==> config.mk <==
export PLATFORM = sky130hd
export DESIGN_NAME = ustar_archive_walker
export DESIGN_NICKNAME = d
export VERILOG_FILES = /design/src/rtl/core/uaw_pkg.sv /design/src/rtl/core/uaw_queue.sv /design/src/rtl/core/uaw_front.sv /design/src/rtl/core/uaw_back.sv /design/src/rtl/core/ustar_archive_walker.sv
export VERILOG_INCLUDE_DIRS = /design/src /design/src/rtl/core
export SDC_FILE = /design/constraint.sdc
export NUM_CORES = 1
export LEC_CHECK = 0
export BUFFER_PORTS_ARGS = -buffer_cell sky130_fd_sc_hd__buf_2
export CAP_MARGIN = 20
export CELL_PAD_IN_SITES_DETAIL_PLACEMENT = 1
export CELL_PAD_IN_SITES_GLOBAL_PLACEMENT = 1
export CORE_MARGIN = 2
export CORE_UTILIZATION = 50
export CTS_CLUSTER_SIZE = 8
export DETAILED_ROUTE_END_ITERATION = 7
export PLACE_DENSITY = 0.85
export SETUP_SLACK_MARGIN = 0.15
export SLEW_MARGIN = 20
export SYNTH_ARGS = -nofsm -noshare
export SYNTH_HDL_FRONTEND = slang
export SYNTH_SLANG_ARGS = --single-unit
==> constraint.sdc <==
create_clock -name i_clk -period 11.28 [get_ports i_clk]
set_input_delay 2.256 -clock i_clk [delete_from_list [all_inputs] [get_ports i_clk]]
set_output_delay 2.256 -clock i_clk [all_outputs]
set_load 0.005 [all_outputs]
==> src/rtl/core/ustar_archive_walker_assert.svh <==
// assertion macros for the ustar archive walker
// needs i_clk and i_rst_n in the scope of use
`ifndef USTAR_ARCHIVE_WALKER_ASSERT_SVH
`define USTAR_ARCHIVE_WALKER_ASSERT_SVH

// same-cycle implication
`define UAW_ASSERT_IMP(label, ante, cons) \
    label: assert property (@(posedge i_clk) disable iff (!i_rst_n) (ante) |-> (cons)) \
        else $error("ustar archive walker check failed");

// next-cycle implication
`define UAW_ASSERT_NXT(label, ante, cons) \
    label: assert property (@(posedge i_clk) disable iff (!i_rst_n) (ante) |=> (cons)) \
        else $error("ustar archive walker check failed");

`endif

==> src/rtl/core/uaw_pkg.sv <==
// shared constants, types and helpers of the ustar archive walker
// no dependencies
package uaw_pkg;

    localparam int BLOCK_BYTES     = 512;
    localparam int BLOCK_SHIFT     = 9;
    localparam int POS_W           = 9;
    localparam int SIZE_W          = 33;
    localparam int OUT_OFF_W       = 40;
    localparam int BLK_W           = 24;
    localparam int SIZE_DIGITS     = 11;
    localparam int SIZE_AT         = 124;
    localparam int TYPE_AT         = 156;
    localparam int MAGIC_AT        = 257;
    localparam int MAGIC_LEN       = 5;
    localparam int OFFSET_BITS_DEF = 40;
    localparam int QUEUE_DEPTH     = 2;

    localparam logic [7:0] DIR_TYPE  = 8'h35;
    localparam logic [4:0] OCTAL_HI5 = 5'b00110;

    typedef enum logic [1:0] {
        KIND_FILE = 2'd0,
        KIND_DIR  = 2'd1,
        KIND_END  = 2'd2
    } t_kind;

    // one classified archive byte
    typedef struct packed {
        logic                 last;
        logic                 in_size;
        logic [2:0]           digit;
        logic                 bad_digit;
        logic                 is_type;
        logic                 type_dir;
        logic                 magic_bad;
        logic                 nonzero;
        logic [OUT_OFF_W-1:0] off;
    } t_tok;

    typedef struct packed {
        t_kind                kind;
        logic [SIZE_W-1:0]    size;
        logic [OUT_OFF_W-1:0] data_off;
        logic [OUT_OFF_W-1:0] arch_len;
        logic                 magic_ok;
        logic                 digit_err;
    } t_rec;

    function automatic logic [7:0] magic_char(input logic [2:0] idx);
        logic [7:0] c;
        case (idx)
            3'd0:    c = 8'h75;
            3'd1:    c = 8'h73;
            3'd2:    c = 8'h74;
            3'd3:    c = 8'h61;
            3'd4:    c = 8'h72;
            default: c = 8'h00;
        endcase
        return c;
    endfunction

endpackage

==> src/rtl/core/uaw_queue.sv <==
// small first-in first-out queue of packed beats
// uses uaw_pkg for the default depth
module uaw_queue import uaw_pkg::*; #(
    parameter int WIDTH = 8,
    parameter int DEPTH = QUEUE_DEPTH
) (
    input  logic             i_clk,
    input  logic             i_rst_n,
    input  logic             i_push,
    input  logic [WIDTH-1:0] i_data,
    output logic             o_full,
    input  logic             i_pop,
    output logic [WIDTH-1:0] o_data,
    output logic             o_empty
);

    localparam int AW = (DEPTH > 1) ? $clog2(DEPTH) : 1;
    localparam int CW = $clog2(DEPTH + 1);

    logic [WIDTH-1:0] r_mem [DEPTH];
    logic [AW-1:0]    r_wptr, n_wptr;
    logic [AW-1:0]    r_rptr, n_rptr;
    logic [CW-1:0]    r_cnt;
    logic             do_push, do_pop;

    assign o_full  = (r_cnt == CW'(DEPTH));
    assign o_empty = (r_cnt == '0);
    assign do_push = i_push && !o_full;
    assign do_pop  = i_pop && !o_empty;
    assign o_data  = r_mem[r_rptr];

    assign n_wptr = (r_wptr == AW'(DEPTH - 1)) ? '0 : r_wptr + 1'b1;
    assign n_rptr = (r_rptr == AW'(DEPTH - 1)) ? '0 : r_rptr + 1'b1;

    always_ff @(posedge i_clk) begin
        if (!i_rst_n) begin
            r_wptr <= '0;
            r_rptr <= '0;
            r_cnt  <= '0;
        end else begin
            if (do_push) begin
                r_wptr <= n_wptr;
            end
            if (do_pop) begin
                r_rptr <= n_rptr;
            end
            if (do_push && !do_pop) begin
                r_cnt <= r_cnt + 1'b1;
            end else if (do_pop && !do_push) begin
                r_cnt <= r_cnt - 1'b1;
            end
        end
    end

    always_ff @(posedge i_clk) begin
        if (do_push) begin
            r_mem[r_wptr] <= i_data;
        end
    end

endmodule

==> src/rtl/core/uaw_front.sv <==
// front end: block position and archive offset counters, byte classification
// uses uaw_pkg for field offsets and the token type
module uaw_front import uaw_pkg::*; #(
    parameter int OFFSET_BITS = OFFSET_BITS_DEF
) (
    input  logic       i_clk,
    input  logic       i_rst_n,
    input  logic       i_accept,
    input  logic [7:0] i_data_byte,
    output t_tok       o_tok
);

    logic [POS_W-1:0]       r_pos;
    logic [OFFSET_BITS-1:0] r_off;
    logic [OFFSET_BITS-1:0] n_off;
    logic                   is_last;
    logic                   is_octal;
    logic                   in_magic;
    logic [2:0]             magic_idx;

    assign n_off     = r_off + 1'b1;
    assign is_last   = (r_pos == POS_W'(BLOCK_BYTES - 1));
    assign is_octal  = (i_data_byte[7:3] == OCTAL_HI5);
    assign in_magic  = (r_pos >= POS_W'(MAGIC_AT)) && (r_pos < POS_W'(MAGIC_AT + MAGIC_LEN));
    assign magic_idx = 3'(r_pos - POS_W'(MAGIC_AT));

    always_comb begin
        o_tok.last      = is_last;
        o_tok.in_size   = (r_pos >= POS_W'(SIZE_AT)) && (r_pos < POS_W'(SIZE_AT + SIZE_DIGITS));
        o_tok.digit     = is_octal ? i_data_byte[2:0] : 3'd0;
        o_tok.bad_digit = !is_octal;
        o_tok.is_type   = (r_pos == POS_W'(TYPE_AT));
        o_tok.type_dir  = (i_data_byte == DIR_TYPE);
        o_tok.magic_bad = in_magic && (i_data_byte != magic_char(magic_idx));
        o_tok.nonzero   = (i_data_byte != 8'h00);
        o_tok.off       = OUT_OFF_W'(n_off);
    end

    always_ff @(posedge i_clk) begin
        if (!i_rst_n) begin
            r_pos <= '0;
            r_off <= '0;
        end else if (i_accept) begin
            r_pos <= is_last ? '0 : r_pos + 1'b1;
            r_off <= n_off;
        end
    end

endmodule

==> src/rtl/core/uaw_back.sv <==
// back end: walk phase, header field accumulation and record queue
// uses uaw_pkg and uaw_queue
module uaw_back import uaw_pkg::*; (
    input  logic i_clk,
    input  logic i_rst_n,
    input  logic i_tok_valid,
    input  t_tok i_tok,
    output logic o_tok_pop,
    input  logic i_rec_pop,
    output t_rec o_rec,
    output logic o_rec_empty
);

    typedef enum logic [1:0] {
        PH_HEADER = 2'd0,
        PH_DATA   = 2'd1,
        PH_END    = 2'd2
    } t_phase;

    t_phase             r_phase;
    logic [BLK_W-1:0]   r_blocks;
    logic [SIZE_W-1:0]  r_size, n_size;
    logic               r_dir, n_dir;
    logic               r_magic, n_magic;
    logic               r_bad, n_bad;
    logic               r_allzero, n_allzero;
    logic               r_zpend;
    logic [SIZE_W-1:0]  size_m1;
    logic               hdr, stall, take;
    logic               emit_entry, emit_end;
    logic               rec_full;
    t_rec               rec;

    assign hdr       = (r_phase == PH_HEADER);
    assign stall     = i_tok.last && hdr && rec_full;
    assign take      = i_tok_valid && !stall;
    assign o_tok_pop = take;

    assign n_allzero = r_allzero && !i_tok.nonzero;
    assign n_size    = i_tok.in_size ? {r_size[SIZE_W-4:0], i_tok.digit} : r_size;
    assign n_bad     = r_bad || (i_tok.in_size && i_tok.bad_digit);
    assign n_dir     = i_tok.is_type ? i_tok.type_dir : r_dir;
    assign n_magic   = r_magic && !i_tok.magic_bad;
    assign size_m1   = n_size - SIZE_W'(1);

    assign emit_entry = hdr && i_tok.last && !n_allzero;
    assign emit_end   = hdr && i_tok.last && n_allzero && r_zpend;

    always_comb begin
        rec.kind      = emit_end ? KIND_END : (n_dir ? KIND_DIR : KIND_FILE);
        rec.size      = emit_end ? '0 : n_size;
        rec.data_off  = emit_end ? '0 : i_tok.off;
        rec.arch_len  = emit_end ? i_tok.off : '0;
        rec.magic_ok  = !emit_end && n_magic;
        rec.digit_err = !emit_end && n_bad;
    end

    always_ff @(posedge i_clk) begin
        if (!i_rst_n) begin
            r_phase   <= PH_HEADER;
            r_blocks  <= '0;
            r_size    <= '0;
            r_dir     <= 1'b0;
            r_magic   <= 1'b1;
            r_bad     <= 1'b0;
            r_allzero <= 1'b1;
            r_zpend   <= 1'b0;
        end else if (take) begin
            unique case (r_phase)
                PH_HEADER: begin
                    if (i_tok.last) begin
                        r_size    <= '0;
                        r_dir     <= 1'b0;
                        r_magic   <= 1'b1;
                        r_bad     <= 1'b0;
                        r_allzero <= 1'b1;
                        if (n_allzero) begin
                            if (r_zpend) begin
                                r_phase <= PH_END;
                                r_zpend <= 1'b0;
                            end else begin
                                r_zpend <= 1'b1;
                            end
                        end else begin
                            r_zpend <= 1'b0;
                            if (!n_dir && (n_size != '0)) begin
                                r_blocks <= BLK_W'(size_m1 >> BLOCK_SHIFT);
                                r_phase  <= PH_DATA;
                            end
                        end
                    end else begin
                        r_size    <= n_size;
                        r_dir     <= n_dir;
                        r_magic   <= n_magic;
                        r_bad     <= n_bad;
                        r_allzero <= n_allzero;
                    end
                end
                PH_DATA: begin
                    if (i_tok.last) begin
                        if (r_blocks == '0) begin
                            r_phase <= PH_HEADER;
                        end else begin
                            r_blocks <= r_blocks - 1'b1;
                        end
                    end
                end
                PH_END: begin
                    r_phase <= PH_END;
                end
                default: begin
                    r_phase <= PH_HEADER;
                end
            endcase
        end
    end

    uaw_queue #(
        .WIDTH ($bits(t_rec)),
        .DEPTH (QUEUE_DEPTH)
    ) u_rec_queue (
        .i_clk   (i_clk),
        .i_rst_n (i_rst_n),
        .i_push  (take && (emit_entry || emit_end)),
        .i_data  (rec),
        .o_full  (rec_full),
        .i_pop   (i_rec_pop),
        .o_data  (o_rec),
        .o_empty (o_rec_empty)
    );

endmodule

==> src/rtl/core/ustar_archive_walker.sv <==
// top level of the ustar archive walker: front end, token queue, back end
// uses uaw_pkg, uaw_front, uaw_queue, uaw_back and the assertion macro header
//
// Takes one archive byte per beat and sustains one byte per clock when not
// stalled. A byte is classified in the front end and enters a two-beat token
// queue; the back end retires one token per cycle when not stalled, and the
// last token of a header block pushes its record into the record queue. The
// only stall is the last byte of a header-phase block meeting a full
// two-entry record queue. Every non-zero 512-byte header block gives a file
// or directory record; two zero blocks in a row give one end record, after
// which all bytes are dropped until reset. Offsets count modulo 2^OFFSET_BITS.
module ustar_archive_walker import uaw_pkg::*; #(
    parameter int OFFSET_BITS = OFFSET_BITS_DEF
) (
    input  logic                 i_clk,
    input  logic                 i_rst_n,
    input  logic                 push,
    output logic                 full,
    input  logic [7:0]           i_data_byte,
    output logic                 empty,
    input  logic                 pop,
    output logic [1:0]           o_entry_kind,
    output logic [SIZE_W-1:0]    o_file_size,
    output logic [OUT_OFF_W-1:0] o_data_offset,
    output logic [OUT_OFF_W-1:0] o_archive_length,
    output logic                 o_magic_ok,
    output logic                 o_digit_error
);

    t_tok front_tok;
    t_tok back_tok;
    t_rec rec;
    logic tok_empty;
    logic tok_pop;
    logic rec_is_end;
    logic end_fields_ok;
    logic entry_fields_ok;

    uaw_front #(
        .OFFSET_BITS (OFFSET_BITS)
    ) u_front (
        .i_clk       (i_clk),
        .i_rst_n     (i_rst_n),
        .i_accept    (push && !full),
        .i_data_byte (i_data_byte),
        .o_tok       (front_tok)
    );

    uaw_queue #(
        .WIDTH ($bits(t_tok)),
        .DEPTH (QUEUE_DEPTH)
    ) u_tok_queue (
        .i_clk   (i_clk),
        .i_rst_n (i_rst_n),
        .i_push  (push),
        .i_data  (front_tok),
        .o_full  (full),
        .i_pop   (tok_pop),
        .o_data  (back_tok),
        .o_empty (tok_empty)
    );

    uaw_back u_back (
        .i_clk       (i_clk),
        .i_rst_n     (i_rst_n),
        .i_tok_valid (!tok_empty),
        .i_tok       (back_tok),
        .o_tok_pop   (tok_pop),
        .i_rec_pop   (pop),
        .o_rec       (rec),
        .o_rec_empty (empty)
    );

    assign o_entry_kind     = rec.kind;
    assign o_file_size      = rec.size;
    assign o_data_offset    = rec.data_off;
    assign o_archive_length = rec.arch_len;
    assign o_magic_ok       = rec.magic_ok;
    assign o_digit_error    = rec.digit_err;

    assign rec_is_end      = (rec.kind == KIND_END);
    assign end_fields_ok   = (rec.size == '0) && (rec.data_off == '0)
                             && (rec.arch_len[8:0] == '0) && !rec.magic_ok && !rec.digit_err;
    assign entry_fields_ok = (rec.arch_len == '0) && (rec.data_off[8:0] == '0);

`include "ustar_archive_walker_assert.svh"

    // end records carry only the total length, on a block boundary
    `UAW_ASSERT_IMP(a_end_fields, !empty && rec_is_end, end_fields_ok)
    // entry records point at a block boundary and carry no length
    `UAW_ASSERT_IMP(a_entry_fields, !empty && !rec_is_end, entry_fields_ok)
    // a token held back by the back end stays at the head of the queue
    `UAW_ASSERT_NXT(a_tok_hold, !tok_empty && !tok_pop, !tok_empty && $stable(back_tok))

endmodule

==> flow_summary.json <==
{
  "hold_depth": 2,
  "relSlewSlack_pct": 28.3,
  "fin_cells": 2377,
  "portBuffers": 130,
  "synth_edf_count": 334,
  "drc": 0,
  "synth_cells": 1687,
  "synth_seq_cells": 457,
  "vias": 14200,
  "total_leakage_power_nw": 8.59,
  "ctsHtreeMaxLevel": 3,
  "cts.sinks": 457,
  "grt_usage_pct": 26.3,
  "cts.clk_slew.worst_paths_ns": 0.05,
  "yosysTopAreaCellShare_pct": 49.0,
  "grt_pass1_vias": 14600,
  "cp_max_fo": 72,
  "cts_setup_buffers": 0,
  "cp.arrival_ns": 2.80,
  "core_area_um2": 40600,
  "ir_drop_v": 0.000101,
  "fin_crit_sh_pct": 44.8,
  "antenna_cells": 0,
  "cts_resized": 0,
  "cts_buffer_depth": 3,
  "worst_pin_slew_ns": 1.07,
  "whs_ns": 0.486,
  "rsz0062_at_grt": "no",
  "yosys-top-cells-area": "edfxtp_1, dfxtp_1, mux2_2",
  "cts-buffers-inserted": 67,
  "postCtsHoldBufs": 0,
  "final-seq-area_um2": 12500,
  "maxCapViolations": 0,
  "end_kind": "primary output",
  "synth_commonest_cells": "edfxtp_1, nor2_1, dfxtp_1",
  "switchingPower_mw": 1.88,
  "nFillCells": 4107,
  "pwr-share-clk_pct": 32.4,
  "p_seq_share_pct": 39.4,
  "ant_nets": 0,
  "r2r.worst_path.cells": 9,
  "start_util_pct": 50.4,
  "placed_cells": 2261,
  "min_period_ns": 5.05,
  "worst_setup_path_start_kind": "flip-flop",
  "final_layout_size_suffix_gt1_share_pct": 21.0,
  "synth_most_common_cell": "edfxtp_1",
  "gp_congestion": 0.910,
  "grt_antenna_before_repair": 0,
  "die-area_um2": 42600,
  "grt_max_degree": 74,
  "wl_um": 56200,
  "drtPass1Iterations": 5,
  "status": "completed",
  "die_height_um": 206,
  "dp_hpwl_um": 35100,
  "nets": 1824,
  "grt_pass1_wl_um": 86200,
  "critPathKind": "flip-flop to primary output",
  "required_ns": 9.02,
  "ys_seq_area_share_pct": 61.0,
  "synth.avg_cell_area_um2": 12.1,
  "die_w_um": 206,
  "setup_violations": 0,
  "root_buffer": "clkbuf_16",
  "multi_input_area_um2": 7460,
  "first_iter_violations": 1476,
  "async_flop_share_pct": 0,
  "power.total_mw": 5.79,
  "sw_frac_of_total_pct": 32.6,
  "finalHoldViolCount": 0,
  "p_int_mw": 3.90,
  "yosys_warnings": 0,
  "final.setup.tns_ns": 0,
  "synth_nets": 1713,
  "syn2layout_area_growth_pct": 14.6,
  "synth_ff_type": "edfxtp_1",
  "hold_class": "flip-flop to flip-flop",
  "r2r_slack_ns": 7.04,
  "tritoncts": "yes",
  "boundaryPins": 131,
  "insertion_delay_ns": 0.58,
  "cellPowerDensity_nw_per_um2": 247,
  "drv_slew": 0,
  "synth.largest_area_cell": "edfxtp_1",
  "wl_per_cell_um": 23.7,
  "clock.fmax_mhz": 198,
  "row_count": 74,
  "vias_per_cell": 5.96,
  "fin_skew_ns": 0.0200,
  "overflow": 0,
  "p_comb_share_pct": 28.2,
  "yosysUniqueCellTypes": 82,
  "netlist_area_um2": 20500
}
==> registers in the layout (all words and copies together) (netlist names), 2 cells and up, named ones only <==
register and flops:
u_back.u_rec_queue.r_mem 234, u_tok_queue.r_mem 100, u_front.r_off 40, u_back.r_size 33
u_back.r_blocks 24, u_front.r_pos 9, u_back.r_phase 2, u_back.u_rec_queue.r_cnt 2
u_tok_queue.r_cnt 2
==> logic make-up (layout without fill, tap and decap cells) <==
logic type / count (synthesis) / after routing / share of synthesized area, %
buffers and inverters: 126 / 284 / 2.65
muxes: 190 / 190 / 10.0
xor gates and xnor gates: 91 / 91 / 3.89
DFF: 457 / 457 / 61.0
adders and majority gates: 14 / 14 / 0.856
and+or+nand+nor: 589 / 589 / 14.0
AOI/OAI and AO/OA: 220 / 220 / 7.53
==> worst max-delay path, cell delays in order, from the launching register on <==
cell	delay [ns]
dfxtp_4	0.75
buf_4	0.80
mux2_2	0.42
buf_2	0.14
==> power by group through the flow <==
stage / combinational, mW / clock, mW / sequential (mW)
final: 1.63 / 1.87 / 2.28
after global routing: 1.78 / 1.96 / 2.30
after CTS: 1.63 / 1.89 / 2.28
after detailed placement: 1.60 / 0 / 2.30
after global placement: 1.52 / 0 / 2.28
after floorplan: 1.11 / 0 / 2.26
==> path summary, 6_finish.rpt <==
check                                    startpoint             endpoint
worst max-delay path                      flip-flop      o_file_size[21]
worst min register to register  u_back.r_blocks[13]  u_back.r_blocks[13]
worst min-delay path            u_back.r_blocks[13]  u_back.r_blocks[13]
worst max register to register            flip-flop   u_back.r_blocks[0]
==> final cells by class <==
| class | count | share of cell area (%) |
|---|---|---|
| well taps | 532 | 2.84 |
| inverters | 19 | 0.309 |
| repair buffers | 149 | 3.38 |
| multi-input cells | 1104 | 31.8 |
| flip-flops and latches | 457 | 53.3 |
| clock buffers | 110 | 8.11 |
| clock inverters | 6 | 0.267 |
==> per-layer routing <==
| layer | routed length, µm | track usage (%) |
|---|---|---|
| met1 | 24200 | 35.5 |
| met2 | 27400 | 43.5 |
| met3 | 3400 | 4.56 |
| met4 | 1250 | 7.91 |
| met5 | 0 | 0 |
==> cells in the final DEF (no fill, tap or decap), types with 11 or more instances in the layout <==
| cell | netlist | final |
|---|---|---|
| buf_4 | 4 | 19 |
| clkbuf_16 | 0 | 70 |
| and3_1 | 15 | 14 |
| nand3_1 | 42 | 42 |
| o211ai_1 | 11 | 11 |
| edfxtp_1 | 334 | 334 |
| xnor2_1 | 48 | 48 |
| nor3_1 | 44 | 43 |
| mux2_2 | 119 | 119 |
| or3_1 | 26 | 26 |
| and2_1 | 30 | 29 |
| dfxtp_1 | 123 | 121 |
| o21ai_1 | 12 | 13 |
| nand2_1 | 83 | 83 |
| nor2_1 | 259 | 258 |
| nor4_1 | 18 | 18 |
| xor2_1 | 43 | 43 |
| mux2i_1 | 69 | 69 |
| a22oi_1 | 29 | 29 |
| a21oi_1 | 58 | 58 |
| buf_2 | 14 | 130 |
| clkbuf_1 | 76 | 40 |
| ha_1 | 14 | 14 |
| inv_1 | 19 | 17 |
| nand4_1 | 17 | 17 |
| o21ai_0 | 31 | 30 |
==> through the flow <==
stage | utilization, % | setup slack [ns] | instance area, µm²
final | 57.7 | 6.23 | 23500
after global routing | 57.7 | 6.10 | 23500
after CTS | 57.7 | 6.24 | 23500
after detailed placement | 52.9 | 6.85 | 21500
after global placement | 52.9 | 6.97 | 21500
after floorplan | - | 1.22 | 20500
Power figures use the tool's default switching activity.
